`src/rtl/sde_pkg.sv`:
```
`timescale 1ns / 1ps
// ----------------------------------------------------------------------------
// Sound register delta encoder package
// Shared types, codes and constants of the delta encoder.
// ----------------------------------------------------------------------------
package sde_pkg;

	// Default number of registers that are kept and compared per chip.
	localparam int COMPARED_REGS_DEF = 13;

	// Envelope shape register, never stored, skipped on the skip value.
	localparam logic [3:0] ENV_REG  = 4'd13;
	localparam logic [7:0] ENV_SKIP = 8'hFF;

	// Address tags for pairs that go to one chip only.
	localparam logic [5:0] TAG_A = 6'h10;
	localparam logic [5:0] TAG_B = 6'h20;

	// Operation codes of an input word; the fourth code is ignored.
	typedef enum logic [1:0] {
		OP_FULL   = 2'd0,
		OP_SINGLE = 2'd1,
		OP_DUAL   = 2'd2
	} op_t;

	// One input word.
	typedef struct packed {
		logic [1:0] opcode;
		logic [3:0] reg_index;
		logic [7:0] value_a;
		logic [7:0] value_b;
	} item_t;

	// One address/value pair.
	typedef struct packed {
		logic [5:0] addr_byte;
		logic [7:0] data_byte;
	} pair_t;

	// Encoder result for one input word.
	typedef struct packed {
		logic [1:0] cnt;
		pair_t      p0;
		pair_t      p1;
		logic       we;
		logic [7:0] wa;
		logic [7:0] wb;
	} enc_t;

	// Status of the result buffer.
	typedef struct packed {
		logic       free;
		logic [1:0] cnt;
	} buf_stat_t;

endpackage

```
`src/rtl/sde_if.sv`:
```
`timescale 1ns / 1ps
// ----------------------------------------------------------------------------
// Sound register delta encoder channels
// Valid/ready channels for input words and for address/value pairs.
// ----------------------------------------------------------------------------

// Input word channel.
interface sde_item_if;
	logic       valid;
	logic       ready;
	logic [1:0] opcode;
	logic [3:0] reg_index;
	logic [7:0] value_a;
	logic [7:0] value_b;

	modport source (output valid, opcode, reg_index, value_a, value_b, input ready);
	modport sink (input valid, opcode, reg_index, value_a, value_b, output ready);
endinterface

// Address/value pair channel.
interface sde_pair_if;
	logic       valid;
	logic       ready;
	logic [5:0] addr_byte;
	logic [7:0] data_byte;
	logic       last;

	modport source (output valid, addr_byte, data_byte, last, input ready);
	modport sink (input valid, addr_byte, data_byte, last, output ready);
endinterface

```
`src/rtl/sound_register_delta_encoder.sv`:
```
`timescale 1ns / 1ps
// ----------------------------------------------------------------------------
// Sound register delta encoder
// Turns sound-chip register words into address/value pairs for a serial link,
// dropping writes that do not change the kept register values.
// ----------------------------------------------------------------------------
//  Channel | Direction | Word                                        | Handshake
//  items   | in        | opcode, reg_index, value_a, value_b         | valid/ready
//  pairs   | out       | addr_byte, data_byte, last                  | valid/ready
//
//  A word is registered, decided combinationally against the stores, and its
//  pairs go to the result buffer, which hands out one pair per cycle while
//  pairs is ready. A new word can load as the last pair of the one before
//  is taken, so a word with two pairs holds the buffer until both are taken.
//  Reset clears both stores and all valid state at once; no clearing pass.
//  A stall on pairs holds the buffer and then the input register.
// ----------------------------------------------------------------------------
module sound_register_delta_encoder import sde_pkg::*; #(
	parameter int COMPARED_REGS = COMPARED_REGS_DEF
) (
	input  logic     clk,
	input  logic     arst_n,
	sde_item_if.sink items,
	sde_pair_if.source pairs
);

	logic       valid_s1;
	item_t      item_s1;
	logic       advance;
	logic [7:0] prev_a;
	logic [7:0] prev_b;
	enc_t       enc;
	buf_stat_t  stat;

	// A word leaves the input register when its pairs fit in the buffer.
	assign advance     = valid_s1 && (stat.free || enc.cnt == 2'd0);
	assign items.ready = !valid_s1 || advance;

	// Input register.
	always_ff @(posedge clk or negedge arst_n) begin
		if (!arst_n) begin
			valid_s1 <= 1'b0;
		end else if (items.ready) begin
			valid_s1 <= items.valid;
		end
	end

	always_ff @(posedge clk) begin
		if (items.ready && items.valid) begin
			item_s1 <= '{opcode: items.opcode, reg_index: items.reg_index,
				value_a: items.value_a, value_b: items.value_b};
		end
	end

	// Register stores.
	sde_store #(
		.COMPARED_REGS(COMPARED_REGS)
	) u_store (
		.clk   (clk),
		.arst_n(arst_n),
		.idx   (item_s1.reg_index),
		.we    (advance && enc.we),
		.wa    (enc.wa),
		.wb    (enc.wb),
		.rd_a  (prev_a),
		.rd_b  (prev_b)
	);

	// Decision logic.
	sde_encode #(
		.COMPARED_REGS(COMPARED_REGS)
	) u_encode (
		.item  (item_s1),
		.prev_a(prev_a),
		.prev_b(prev_b),
		.enc   (enc)
	);

	// Result buffer.
	sde_outbuf u_outbuf (
		.clk   (clk),
		.arst_n(arst_n),
		.load  (advance && enc.cnt != 2'd0),
		.enc   (enc),
		.stat  (stat),
		.pairs (pairs)
	);

	// The buffer never holds more than two pairs.
	assert property (@(posedge clk) disable iff (!arst_n) stat.cnt != 2'd3)
		else $error("result buffer count out of range");

	// The second pair of a word follows right after the first is taken.
	assert property (@(posedge clk) disable iff (!arst_n)
		pairs.valid && pairs.ready && !pairs.last |=> pairs.valid)
		else $error("second pair of a word missing");

	// A held word keeps its payload until it can move on.
	assert property (@(posedge clk) disable iff (!arst_n)
		valid_s1 && !advance |=> valid_s1 && $stable(item_s1))
		else $error("held input word lost or changed");

	// The buffer is only loaded when it is empty or drains in the same cycle.
	assert property (@(posedge clk) disable iff (!arst_n)
		advance && enc.cnt != 2'd0 |-> stat.free)
		else $error("result buffer overwritten");

endmodule

```
`src/rtl/sde_store.sv`:
```
`timescale 1ns / 1ps
// ----------------------------------------------------------------------------
// Sound register delta encoder store
// Last written values of the compared registers for chip A and chip B.
// ----------------------------------------------------------------------------
module sde_store import sde_pkg::*; #(
	parameter int COMPARED_REGS = COMPARED_REGS_DEF
) (
	input  logic       clk,
	input  logic       arst_n,
	input  logic [3:0] idx,
	input  logic       we,
	input  logic [7:0] wa,
	input  logic [7:0] wb,
	output logic [7:0] rd_a,
	output logic [7:0] rd_b
);

	localparam int AW = (COMPARED_REGS > 1) ? $clog2(COMPARED_REGS) : 1;

	logic [7:0] prev_a_q [COMPARED_REGS];
	logic [7:0] prev_b_q [COMPARED_REGS];
	logic [AW-1:0] addr;

	assign addr = idx[AW-1:0];

	// The encoder only uses the read data for an index inside the store.
	assign rd_a = prev_a_q[addr];
	assign rd_b = prev_b_q[addr];

	// Both stores clear at reset and take at most one entry per word.
	always_ff @(posedge clk or negedge arst_n) begin
		if (!arst_n) begin
			for (int i = 0; i < COMPARED_REGS; i++) begin
				prev_a_q[i] <= '0;
				prev_b_q[i] <= '0;
			end
		end else if (we) begin
			prev_a_q[addr] <= wa;
			prev_b_q[addr] <= wb;
		end
	end

endmodule

```
`src/rtl/sde_encode.sv`:
```
`timescale 1ns / 1ps
// ----------------------------------------------------------------------------
// Sound register delta encoder decision logic
// Compares one word against the stores and builds zero, one or two pairs.
// ----------------------------------------------------------------------------
module sde_encode import sde_pkg::*; #(
	parameter int COMPARED_REGS = COMPARED_REGS_DEF
) (
	input  item_t      item,
	input  logic [7:0] prev_a,
	input  logic [7:0] prev_b,
	output enc_t       enc
);

	logic       is_env;
	logic       in_rng;
	logic       ch_a;
	logic       ch_b_single;
	logic       ch_b_dual;
	logic       a_ok;
	logic       b_ok;
	logic       emit_sh;
	logic       emit_a;
	logic       emit_b;
	logic       wr_en;
	logic [7:0] wr_a;
	logic [7:0] wr_b;
	logic [1:0] out_cnt;
	pair_t      out_p0;
	pair_t      out_p1;
	logic [5:0] base;
	pair_t      pair_sh;
	pair_t      pair_a;
	pair_t      pair_b;

	// Classify the register and compare against the stored values.
	assign is_env      = item.reg_index == ENV_REG;
	assign in_rng      = !is_env && (item.reg_index < 4'(COMPARED_REGS));
	assign ch_a        = item.value_a != prev_a;
	assign ch_b_single = item.value_a != prev_b;
	assign ch_b_dual   = item.value_b != prev_b;
	assign a_ok        = item.value_a != ENV_SKIP;
	assign b_ok        = item.value_b != ENV_SKIP;

	// Decide which pairs are sent and what the stores take.
	always_comb begin
		emit_sh = 1'b0;
		emit_a  = 1'b0;
		emit_b  = 1'b0;
		wr_en   = 1'b0;
		wr_a    = item.value_a;
		wr_b    = item.value_a;
		unique case (op_t'(item.opcode))
			OP_FULL, OP_SINGLE: begin
				if (is_env) begin
					emit_sh = a_ok;
				end else if (in_rng) begin
					emit_sh = (op_t'(item.opcode) == OP_FULL) || ch_a || ch_b_single;
					wr_en   = 1'b1;
				end
			end
			OP_DUAL: begin
				wr_b = item.value_b;
				if (is_env) begin
					if (a_ok && b_ok && item.value_a == item.value_b) begin
						emit_sh = 1'b1;
					end else begin
						emit_a = a_ok;
						emit_b = b_ok;
					end
				end else if (in_rng) begin
					wr_en = 1'b1;
					if (ch_a && ch_b_dual && item.value_a == item.value_b) begin
						emit_sh = 1'b1;
					end else begin
						emit_a = ch_a;
						emit_b = ch_b_dual;
					end
				end
			end
			default: begin
				emit_sh = 1'b0;
			end
		endcase
	end

	// Form the pairs and pack them in emission order.
	assign base    = {2'b00, item.reg_index};
	assign pair_sh = '{addr_byte: base, data_byte: item.value_a};
	assign pair_a  = '{addr_byte: base | TAG_A, data_byte: item.value_a};
	assign pair_b  = '{addr_byte: base | TAG_B, data_byte: item.value_b};

	always_comb begin
		out_cnt = 2'd0;
		out_p0  = pair_sh;
		out_p1  = pair_b;
		if (emit_sh) begin
			out_cnt = 2'd1;
		end else if (emit_a) begin
			out_p0  = pair_a;
			out_cnt = emit_b ? 2'd2 : 2'd1;
		end else if (emit_b) begin
			out_p0  = pair_b;
			out_cnt = 2'd1;
		end
	end

	assign enc = '{cnt: out_cnt, p0: out_p0, p1: out_p1, we: wr_en, wa: wr_a, wb: wr_b};

endmodule

```
`src/rtl/sde_outbuf.sv`:
```
`timescale 1ns / 1ps
// ----------------------------------------------------------------------------
// Sound register delta encoder result buffer
// Two-entry buffer that hands the pairs of one word out one per cycle while pairs is ready.
// ----------------------------------------------------------------------------
module sde_outbuf import sde_pkg::*; (
	input  logic      clk,
	input  logic      arst_n,
	input  logic      load,
	input  enc_t      enc,
	output buf_stat_t stat,
	sde_pair_if.source pairs
);

	logic [1:0] cnt_q;
	pair_t      slot0_q;
	pair_t      slot1_q;
	logic       last0_q;
	logic       pop;

	assign pop  = pairs.valid && pairs.ready;
	// The buffer can take a new word when it is empty after this cycle.
	assign stat = '{free: (cnt_q == 2'd0) || (cnt_q == 2'd1 && pairs.ready), cnt: cnt_q};

	// Occupancy count.
	always_ff @(posedge clk or negedge arst_n) begin
		if (!arst_n) begin
			cnt_q <= 2'd0;
		end else if (load) begin
			cnt_q <= enc.cnt;
		end else if (pop) begin
			cnt_q <= cnt_q - 2'd1;
		end
	end

	// Pair payload; the second pair moves up after the first is taken.
	always_ff @(posedge clk) begin
		if (load) begin
			slot0_q <= enc.p0;
			slot1_q <= enc.p1;
			last0_q <= enc.cnt == 2'd1;
		end else if (pop && cnt_q == 2'd2) begin
			slot0_q <= slot1_q;
			last0_q <= 1'b1;
		end
	end

	assign pairs.valid     = cnt_q != 2'd0;
	assign pairs.addr_byte = slot0_q.addr_byte;
	assign pairs.data_byte = slot0_q.data_byte;
	assign pairs.last      = last0_q;

endmodule

```
`src/flat_wrapper.sv`:
```
// flat-port wrapper written by rule: the top's interface ports become plain ports
module sound_register_delta_encoder_flat import sde_pkg::*;
#(
	parameter int COMPARED_REGS = COMPARED_REGS_DEF
)
  (clk, arst_n, items_valid, items_opcode, items_reg_index, items_value_a, items_value_b, items_ready, pairs_valid, pairs_addr_byte, pairs_data_byte, pairs_last, pairs_ready);
  sde_item_if items_i ();
  sde_pair_if pairs_i ();
  input  logic clk;
  input  logic arst_n;
  input wire logic [$bits(items_i.valid)-1:0] items_valid;
  input wire logic [$bits(items_i.opcode)-1:0] items_opcode;
  input wire logic [$bits(items_i.reg_index)-1:0] items_reg_index;
  input wire logic [$bits(items_i.value_a)-1:0] items_value_a;
  input wire logic [$bits(items_i.value_b)-1:0] items_value_b;
  output wire logic [$bits(items_i.ready)-1:0] items_ready;
  output wire logic [$bits(pairs_i.valid)-1:0] pairs_valid;
  output wire logic [$bits(pairs_i.addr_byte)-1:0] pairs_addr_byte;
  output wire logic [$bits(pairs_i.data_byte)-1:0] pairs_data_byte;
  output wire logic [$bits(pairs_i.last)-1:0] pairs_last;
  input wire logic [$bits(pairs_i.ready)-1:0] pairs_ready;
  assign items_i.valid = items_valid;
  assign items_i.opcode = items_opcode;
  assign items_i.reg_index = items_reg_index;
  assign items_i.value_a = items_value_a;
  assign items_i.value_b = items_value_b;
  assign items_ready = items_i.ready;
  assign pairs_valid = pairs_i.valid;
  assign pairs_addr_byte = pairs_i.addr_byte;
  assign pairs_data_byte = pairs_i.data_byte;
  assign pairs_last = pairs_i.last;
  assign pairs_i.ready = pairs_ready;
  sound_register_delta_encoder #(.COMPARED_REGS(COMPARED_REGS)) u_core (.clk(clk), .arst_n(arst_n), .items(items_i), .pairs(pairs_i));
endmodule
```
`config.mk`:
```
export PLATFORM = sky130hd
export DESIGN_NAME = sound_register_delta_encoder_flat
export DESIGN_NICKNAME = d
export VERILOG_FILES = /design/src/rtl/sde_pkg.sv /design/src/rtl/sde_if.sv /design/src/rtl/sound_register_delta_encoder.sv /design/src/rtl/sde_store.sv /design/src/rtl/sde_encode.sv /design/src/rtl/sde_outbuf.sv /design/src/flat_wrapper.sv
export SDC_FILE = /design/constraint.sdc
export NUM_CORES = 1
export LEC_CHECK = 0
export ABC_AREA = 1
export BUFFER_PORTS_ARGS = -buffer_cell sky130_fd_sc_hd__buf_2
export CAP_MARGIN = 20
export CORE_ASPECT_RATIO = 0.9
export CORE_MARGIN = 2
export CORE_UTILIZATION = 40
export DETAILED_ROUTE_END_ITERATION = 10
export GPL_ROUTABILITY_DRIVEN = 0
export HOLD_SLACK_MARGIN = 0.02
export PLACE_DENSITY = 0.65
export SETUP_SLACK_MARGIN = 0.02
export SLEW_MARGIN = 20
export SYNTH_ARGS = -nofsm -noshare
export SYNTH_HDL_FRONTEND = slang
export SYNTH_HIERARCHICAL = 1
export SYNTH_SLANG_ARGS = --single-unit
export TNS_END_PERCENT = 50
```
`constraint.sdc`:
```
create_clock -name clk -period 5.3 [get_ports clk]
set_clock_uncertainty 0.15 [all_clocks]
set_input_delay 0 -clock clk [delete_from_list [all_inputs] [get_ports clk]]
set_output_delay 0 -clock clk [all_outputs]
set_load 0.02 [all_outputs]
```
==> results of run 1 <==
==> state kept, by name (all words and copies together), names as in the netlist <==
register	cells
u_core/u_outbuf/slot1_q	14
u_core/u_store/prev_b_q	104
u_core/item_s1	22
u_core/u_outbuf/pairs.data_byte	8
u_core/u_outbuf/cnt_q	2
u_core/u_store/prev_a_q	104
u_core/u_outbuf/pairs.last	1
u_core/u_outbuf/pairs.addr_byte	6
u_core/valid_s1	1
==> through the flow <==
stage / hold WS [ns] / instances
2_1_floorplan: -0.4456 / 1762
3_3_place_gp: -0.01579 / 2130
3_5_place_dp: -0.02172 / 2130
4_1_cts: 0.02080 / 2223
5_1_grt: 0.02587 / 2223
6_report: 0.02538 / 2223
==> area by class of cell <==
type | instances | share of cell area (%)
Sequential cell | 262 | 45.32
Multi-Input combinational cell | 1260 | 35.26
Timing Repair Buffer | 116 | 6.202
Clock buffer | 34 | 5.228
Tap cell | 422 | 3.513
Inverter | 111 | 2.830
Clock inverter | 18 | 1.648
==> worst register-to-register path: cells and delay by family, from the launching register on <==
family	cells	cell delay, ns
and+or+nand+nor	24	2.38
DFF	1	0.46
adders and majority gates	1	0.20
buffers and inverters	9	1.18
AOI/OAI and AO/OA	1	0.09
==> power groups by stage <==
stage               Clock [mW]  Combinational, mW  Sequential (mW)
floorplan                    0               1.96             3.46
global placement             0               2.49             3.50
detailed placement           0               2.56             3.53
CTS                       2.20               2.60             3.50
global route              2.28               3.01             3.61
finish                    2.16               2.60             3.51
==> cells in the mapped netlist, types with 10 or more instances <==
cell	number	area (um2)
a21oi_1	114	570.6
buf_2	41	205.2
buf_4	29	217.7
clkbuf_1	46	172.7
dfrtp_1	211	5280
edfxtp_1	51	1531
inv_1	101	379.1
nand2_1	807	3029
nand4_1	10	62.56
nor2_1	150	563.0
o21ai_0	69	345.3
o21ai_1	57	285.3
==> routing by layer <==
metal | GRT usage, % | vias to the layer above
met3 | 2.101 | 50
li1 | - | 5470
met2 | 31.96 | 270
met4 | 4.962 | 0
met5 | 0 | -
met1 | 28.12 | 5225
==> cells by family (layout without fill, tap and decap cells) <==
kind of cell               after synthesis  count (layout)  share of synthesized area (%)
and+or+nand+nor                       1000            1000                          29.51
DFF                                    262             262                          51.58
AOI/OAI and AO/OA                      242             242                          9.200
buffers and inverters                  240             279                          8.452
xor gates and xnor gates                11              11                         0.7296
adders and majority gates                5               5                         0.4738
other                                    2               2                        0.05687
==> worst min path at each step <==
stage | to | slack, ns | cells past startpoint
2_1_floorplan | u_core/u_outbuf/cnt_q[0] | -0.45 | 0
3_3_place_gp | u_core/u_store/prev_a_q[63] | -0.02 | 1
3_5_place_dp | u_core/u_store/prev_a_q[46] | -0.02 | 1
4_1_cts | u_core/item_s1[10] | 0.02 | 2
5_1_grt | u_core/item_s1[8] | 0.03 | 2
6_report | u_core/item_s1[10] | 0.03 | 2
==> what timing repair did <==
item	CTS	global route
gates resized for setup	0	1
hold buffers	41	0
endpoints found under the hold margin	139	0
endpoints found under the setup margin	0	5
==> run summary, run 1 <==
CTS tree = done
Initial Util = 40.37%
DRC = 0
GR Overflow Total = 0
Synth Register Bits = 262
Tcrit/Tclk final = 87.37%
RSZ-0062 raised after global routing = false
Antenna violations before repair = 0
Primary FF master, synth = dfrtp_1
Hpwl dp = 21040 um
Power per cell area = 550.3 nW/um2
Antenna viol nets, final = 0
Final setup viols = 0
Cell family with most CP delay = simple AND/OR/NAND/NOR gates
Fin area = 15030 um2
Worst Setup End Kind = flop
Mapped Area = 13210 um2
Core area = 32710 um2
Largest net degree at the start of global routing = 93
Max incr delay on CP = 0.46 ns
Synthesis Warnings = 6
Sw Ratio = 36.03%
Status = finished, final reports clean
Chip width = 195.5 um
CP Data Arrival Time = 4.88 ns
R2R cell count = 35
WL met1 = 16060 um
Reg2reg start = u_core/item_s1[16]
Crit path launch type = flop
Vias = 11020
Net Switching = 2.980 mW
Met2 wire len = 15060 um
Sequential share of the synthesized area = 51.58%
R2r endpoint = u_core/u_store/prev_b_q[14]
Pre-CTS setup slack = 0.6244 ns
Final WS setup = 0.6693 ns
Top layer in use = met4
Synth Instances = 1762
Met3 wire length = 1616 um
Worst-Skew Late Latency = 0.54 ns
Final Core Density = 45.95%
Critical path depth = 35
HP Class = input port to flop
Leakage power = 7.559 nW
Internal Power = 5.291 mW
Drt pass-1 iters = 5
Post-synth EDFFs = 51
Port Buffers = 42
Ant diodes = 0
WS Path Type = flop to flop
Detailed-route wire length per cell = 15.07 um
Worst setup path end = u_core/u_store/prev_b_q[14]
Worst-margin pin slew = 0.8322 ns
Placed cell area = 13560 um2
Die area = 34480 um2
Hold Fails Final Rpt = 0
CP required = 5.55 ns
# Post-CTS Setup Buffers = 0
CTS Buf Count = 28
Comb power frac = 31.5%
Most used cell, CP = nand2_1
Most frequent cells in the layout = nand2_1 (807), dfrtp_1 (211), nor2_1 (143)
Multi-input logic area = 5300 um2
Total Power = 8.271 mW
Iter 0 DRT Violations = 871
Worst path slowest cell = edfxtp_1
Slew Viols, Final = 0
CTS Root Cell = clkbuf_16
Most common cell after layout, fill and taps aside = nand2_1
Max-cap violations = 0
CP max FO = 31
Vias in the first global route = 10570
Slew margin rel. = 44.52%
Worst reg2reg setup slack = 0.67 ns
Async set-or-reset flop fraction in the synthesized netlist = 80.53%
Synth cell types = 38
Layout cells sized above 1 = 9.051%
Syn avg cell area = 7.494 um2
Io pins = 43
Total Routing Usage GR = 19.62%
Tmin final = 4.631 ns
Area Overhead vs Synth = 13.82%
First-pass GRT wire length = 54880 um
Row cnt = 63
Clock-pin slew on the worst setup and hold paths = 0.06 ns
Fillcell total = 3148
Nets@finish = 1810
Clock share of power = 26.1%
Worst setup path startpoint = u_core/item_s1[16]
Final WL = 33510 um
Peak VDD IR = 0.3381 mV
Vias per inst = 4.955
Clock buffer depth = 3
Sequential cell area = 6812 um2
Post-Syn Nets = 1793
Die Y = 176.4 um
H-tree levels = 1
Max Clk Rate = 0.2160 GHz
Clock Sinks = 262
Setup TNS = 0 ns
Sequential power share = 42.4%
Hold_sp = items_value_a[2]
Worst Path Buf+Inv = 9
Power figures use the tool's default switching activity.
==> run 2: changes to the inputs <==
- REMOVE_ABC_BUFFERS: not set -> 1
==> run 2 against run 1 <==
Global-route usage shrank 0.12 points. Register-to-register slack lost 0.17 ns. Fmax shrank 3.4%. Utilization shrank 0.088 points. Combinational power is essentially flat. Clock power shrank 13%. Sequential cell count is the same. Critical path depth shrank 8. Critical path type unchanged. Largest power group unchanged.
==> run summary, run 2 (synthesis results as in run 1) <==
Most common cell after layout, fill and taps aside = nand2_1
Peak VDD IR = 0.3456 mV (+2.2%)
CTS Root Cell = clkbuf_16
Area Overhead vs Synth = 13.61%
Worst-margin pin slew = 0.8086 ns (-0.02357 ns)
Nets@finish = 1815 (+0.28%)
Clock buffer depth = 3 (unchanged)
Fin cells = 2225 (+0.090%)
Clock-pin slew on the worst setup and hold paths = 0.06 ns (about the same)
Top flop regs = u_core/u_store/prev_a_q: 104 flops, u_core/u_store/prev_b_q: 104 flops, u_core/item_s1: 22 flops
Core area = 32710 um2 (unchanged)
Worst hold margin = 0.1049 ns (+0.07949 ns)
Worst Path Buf+Inv = 5 (-4)
Slew margin rel. = 46.09% (+1.6 points)
Placed cells = 2123 (-0.33%)
Worst-Skew Late Latency = 0.56 ns (+0.02 ns)
First-pass GRT wire length = 54970 um (+0.16%)
Vias per inst = 4.949 (-0.13%)
CP required = 5.62 ns (+0.07 ns)
Max-cap violations = 0 (unchanged)
Row cnt = 63 (unchanged)
DRC = 0 (unchanged)
Antenna violations before repair = 0 (unchanged)
Most frequent cells in the layout = nand2_1 (807), dfrtp_1 (211), nor2_1 (143)
Largest net degree at the start of global routing = 133 (+43%)
Tmin final = 4.796 ns (+0.1652 ns)
WS Path Type = flop to flop
Iter 0 DRT Violations = 873 (+0.23%)
Io pins = 43 (unchanged)
Worst Setup End Kind = flop
Antenna viol nets, final = 0 (unchanged)
Hpwl dp = 20220 um (-3.9%)
Cell family with most CP delay = simple AND/OR/NAND/NOR gates
Tcrit/Tclk final = 90.49% (+3.1 points)
Final Core Density = 45.86% (-0.088 points)
CTS Buf Count = 28 (unchanged)
Final WL = 33150 um (-1.1%)
Status = finished, final reports clean
Chip width = 195.5 um (unchanged)
Detailed-route wire length per cell = 14.90 um (-1.1%)
Leakage power = 7.520 nW (-0.52%)
Vias in the first global route = 10660 (+0.85%)
Vias = 11010 (-0.036%)
Slew Viols, Final = 0 (unchanged)
Die Y = 176.4 um (unchanged)
Die area = 34480 um2 (unchanged)
Max incr delay on CP = 0.44 ns (-0.02 ns)
Crit path launch type = flop
Max Clk Rate = 0.2085 GHz (-3.4%)
CP max FO = 26 (-16%)
Initial Util = 40.37% (unchanged)
Power per cell area = 531.7 nW/um2 (-3.4%)
Drt pass-1 iters = 8 (+3)
CTS tree = done
Layout cells sized above 1 = 8.430% (-0.62 points)
RSZ-0062 raised after global routing = false
Final setup viols = 0 (unchanged)
Most used cell, CP = nand2_1
Port Buffers = 42 (unchanged)
GR Overflow Total = 0 (unchanged)
Worst path slowest cell = edfxtp_1
Clock Sinks = 262 (unchanged)
Fillcell total = 3133 (-0.48%)
Ant diodes = 0 (unchanged)
Hold Fails Final Rpt = 0 (unchanged)
HP Class = input port to flop
CP Data Arrival Time = 5.12 ns (+0.24 ns)
H-tree levels = 1 (unchanged)
Total Routing Usage GR = 19.51% (-0.12 points)
run 2: changes by cell type in the layout (fill, tap and decap cells not counted), moves of 2 or more:
cell | previous run | this run
buf_4 | 30 | 22
dlygate4sd3_1 | 40 | 48
bufinv_16 | 6 | 1
clkinv_2 | 8 | 4
buf_12 | 3 | 6
clkbuf_1 | 2 | 5
clkinv_1 | 2 | 4
clkinv_4 | 2 | 0
run 2: timing repair:
action / 4_1_cts / 5_1_grt
endpoints found under the hold margin: 142 / 0
buffers inserted: 0 / 3
hold buffers: 49 / 0
gates resized for setup: 0 / 5
endpoints found under the setup margin: 0 / 205
run 2: final cells by class:
cell class                 count  area (um2)  area share (%)
inverter                     111       429.2           2.861
tap                          422       528.0           3.520
clock buffer                  37       785.8           5.238
clock inverter                12       95.09          0.6339
multi-input combinational   1260        5304           35.35
timing repair buffer         121        1049           6.989
sequential                   262        6812           45.40
run 2: layer usage:
metal	vias up	track usage [%]	share of wire, %
met5	-	0	0
met4	0	4.707	1.8
met3	43	2.865	5.8
met2	293	32.65	46
met1	5192	26.81	46
li1	5483	-	-
run 2: path summary, 6_finish.rpt:
check                      slack [ns]                   startpoint                     endpoint  cells after the start
max                              0.50           u_core/item_s1[17]  u_core/u_store/prev_a_q[86]                     27
min                              0.10           items_reg_index[0]           u_core/item_s1[16]                      2
max reg2reg                      0.50           u_core/item_s1[17]  u_core/u_store/prev_a_q[86]                     27
min reg2reg                      0.33  u_core/u_store/prev_a_q[12]  u_core/u_store/prev_a_q[12]                      2
max in group asynchronous        3.83                       arst_n  u_core/u_store/prev_a_q[97]                      4
min in group asynchronous        0.42                       arst_n  u_core/u_store/prev_a_q[95]                      4
run 2: report_power, final:
| part | internal [mW] | total, mW | switching [mW] | leakage, nW |
|---|---|---|---|---|
| Sequential | 3.00 | 3.49 | 0.487 | 3.14 |
| Clock | 1.08 | 1.88 | 0.794 | 0.432 |
| Combinational | 0.954 | 2.61 | 1.65 | 3.94 |
| Total | 5.04 | 7.98 | 2.93 | 7.52 |
run 2: through the flow:
step	setup slack [ns]	instance area [um2]	TNS, ns	power, mW
floorplan	-2.195	12510	-392.13	5.288
global placement	0.4758	13560	0	5.973
detailed placement	0.3209	13560	0	6.053
CTS	0.2941	14950	0	7.994
global route	0.03032	15000	0	8.622
finish	0.5041	15000	0	7.977
==> run 3: changes to the inputs <==
- CORE_MARGIN: 2 -> not set
==> run 3 against run 2 <==
Total power grew 2.7%. Clock power grew 11%. Non-clock buffer count shrank 9. Clock-buffer cell count grew 4. Fmax shrank 0.75%. Critical path depth grew 4. Cell count shrank 0.63%. Utilization grew 0.74 points. Die area shrank 2.1%. Sequential share of layout area is the same. Combinational power is essentially flat. Global-route usage grew 0.79 points. Largest power group unchanged.
==> run summary, run 3 (synthesis results as in run 1) <==
Status = finished, final reports clean
CTS Buf Count = 28 (unchanged)
H-tree levels = 1 (unchanged)
Final setup viols = 0 (unchanged)
Most frequent cells in the layout = nand2_1 (807), dfrtp_1 (211), nor2_1 (143)
Clock buffer depth = 3 (unchanged)
Die area = 33740 um2 (-2.1%)
Antenna viol nets, final = 0 (unchanged)
CTS tree = done
Detailed-route wire length per cell = 15.20 um (+2.0%)
Max incr delay on CP = 0.46 ns (+0.02 ns)
R2R cell count = 31 (+15%)
Vias = 10910 (-0.93%)
Final Core Density = 46.60% (+0.74 points)
CP Data Arrival Time = 5.11 ns (about the same)
Crit path launch type = flop
Vias in the first global route = 10510 (-1.3%)
Pre-CTS setup slack = 0.4562 ns (+0.1353 ns)
Total Routing Usage GR = 20.30% (+0.79 points)
Placed cells = 2114 (-0.42%)
Hold_sp = items_reg_index[2]
Tcrit/Tclk final = 91.17% (+0.68 points)
GR Overflow Total = 0 (unchanged)
Slew margin rel. = 34.95% (-11 points)
Hpwl dp = 20270 um (+0.27%)
Row cnt = 62 (-1.6%)
Max Clk Rate = 0.2070 GHz (-0.75%)
Iter 0 DRT Violations = 916 (+4.9%)
Hold Fails Final Rpt = 0 (unchanged)
Worst reg2reg setup slack = 0.47 ns (-0.04 ns)
Largest net degree at the start of global routing = 170 (+28%)
WHS Endpoint = u_core/item_s1[18]
CTS Root Cell = clkbuf_16
Worst-Skew Late Latency = 0.56 ns (about the same)
Antenna violations before repair = 0 (unchanged)
Port Buffers = 42 (unchanged)
RSZ-0062 raised after global routing = false
Core area = 32190 um2 (-1.6%)
HP Class = input port to flop
Worst-margin pin slew = 0.9757 ns (+0.1671 ns)
Drt pass-1 iters = 8 (unchanged)
CP max FO = 26 (unchanged)
Fin cells = 2211 (-0.63%)
Worst hold margin = 0.03869 ns (-0.06618 ns)
R2r endpoint = u_core/u_store/prev_a_q[4]
Chip width = 193.5 um (-1.0%)
Top flop regs = u_core/u_store/prev_a_q: 104 flops, u_core/u_store/prev_b_q: 104 flops, u_core/item_s1: 22 flops
Slew Viols, Final = 0 (unchanged)
Setup TNS = 0 ns (unchanged)
First-pass GRT wire length = 55410 um (+0.80%)
Nets@finish = 1806 (-0.50%)
WS Path Type = flop to flop
Reg2reg start = u_core/item_s1[17]
Leakage power = 7.523 nW (about the same)
Worst path slowest cell = edfxtp_1
Final WL = 33600 um (+1.3%)
Initial Util = 41.02% (+0.65 points)
Vias per inst = 4.934 (-0.30%)
Tmin final = 4.832 ns (+0.03620 ns)
Layout cells sized above 1 = 8.412% (-0.018 points)
Clock Sinks = 262 (unchanged)
Hold Crit Depth = 2 (unchanged)
Die Y = 174.4 um (-1.1%)
Ant diodes = 0 (unchanged)
Max-cap violations = 0 (unchanged)
Peak VDD IR = 0.3046 mV (-12%)
Power per cell area = 546.3 nW/um2 (+2.7%)
Io pins = 43 (unchanged)
Most used cell, CP = nand2_1
Clock-pin slew on the worst setup and hold paths = 0.06 ns (about the same)
CP required = 5.58 ns (-0.04 ns)
Most common cell after layout, fill and taps aside = nand2_1
Area Overhead vs Synth = 13.61% (unchanged)
Worst Setup End Kind = flop
# Post-CTS Setup Buffers = 0 (unchanged)
DRC = 0 (unchanged)
Final WS setup = 0.4679 ns (-0.03620 ns)
==> run 3: changes by cell type in the layout (fill, tap and decap cells not counted), sizes merged <==
cell         change
buf              -6
clkbuf           +3
bufinv           +3
clkinvlp         -1
clkinv           -5
dlygate4sd3      -2
==> run 3: worst max-delay path by stage <==
stage,from,to,cells after the start
2_1_floorplan,u_core/item_s1[16],u_core/u_outbuf/pairs.addr_byte[0],21
3_3_place_gp,u_core/item_s1[17],u_core/u_store/prev_b_q[4],29
3_5_place_dp,u_core/item_s1[17],u_core/u_store/prev_a_q[7],31
4_1_cts,u_core/item_s1[17],u_core/u_store/prev_a_q[4],28
5_1_grt,u_core/item_s1[16],u_core/u_store/prev_b_q[6],30
6_report,u_core/item_s1[17],u_core/u_store/prev_a_q[4],31
==> run 3: worst max-delay path: cells and delay by family, from the launching register on <==
family,cells,cell delay [ns]
AND/OR/NAND/NOR,22,2.45
adder cells (fa/ha/maj),1,0.27
buffers and inverters,7,1.27
flip-flops,1,0.46
AO/OA/AOI/OAI,1,0.06
==> run 3: repair_timing <==
item,CTS,global route
gates resized for setup,0,3
hold endpoints to repair,258,0
hold buffers,47,0
endpoints found under the setup margin,0,11
==> run 3: area by class of cell <==
class,count,area [um2]
well taps,416,520.5
flip-flops and latches,262,6812
clock inverters,9,157.7
repair buffers,112,938.4
multi-input cells,1260,5309
inverters,111,424.2
fillers,3137,17190
clock buffers,41,840.8
==> run 3: per-layer routing <==
| layer | up-vias | wire length [um] | global-route usage (%) |
|---|---|---|---|
| met1 | 5098 | 15770 | 29.20 |
| met4 | 0 | 859 | 5.667 |
| met5 | - | 0 | 0 |
| li1 | 5456 | - | - |
| met3 | 58 | 1894 | 2.794 |
| met2 | 297 | 15080 | 31.96 |
==> run 3: per-stage QoR <==
| stage | instance area (um2) | power (mW) |
|---|---|---|
| finish | 15000 | 8.195 |
| global route | 15000 | 8.831 |
| CTS | 14980 | 8.222 |
| detailed placement | 13510 | 6.074 |
| global placement | 13510 | 5.990 |
| floorplan | 12510 | 5.288 |
==> run 3: power by group <==
| part | switching [mW] | leakage (nW) | internal [mW] | total (mW) |
|---|---|---|---|---|
| Combinational | 1.68 | 3.89 | 0.936 | 2.61 |
| Clock | 0.798 | 0.493 | 1.29 | 2.09 |
| Sequential | 0.491 | 3.14 | 3.00 | 3.50 |
| Total | 2.97 | 7.52 | 5.23 | 8.20 |
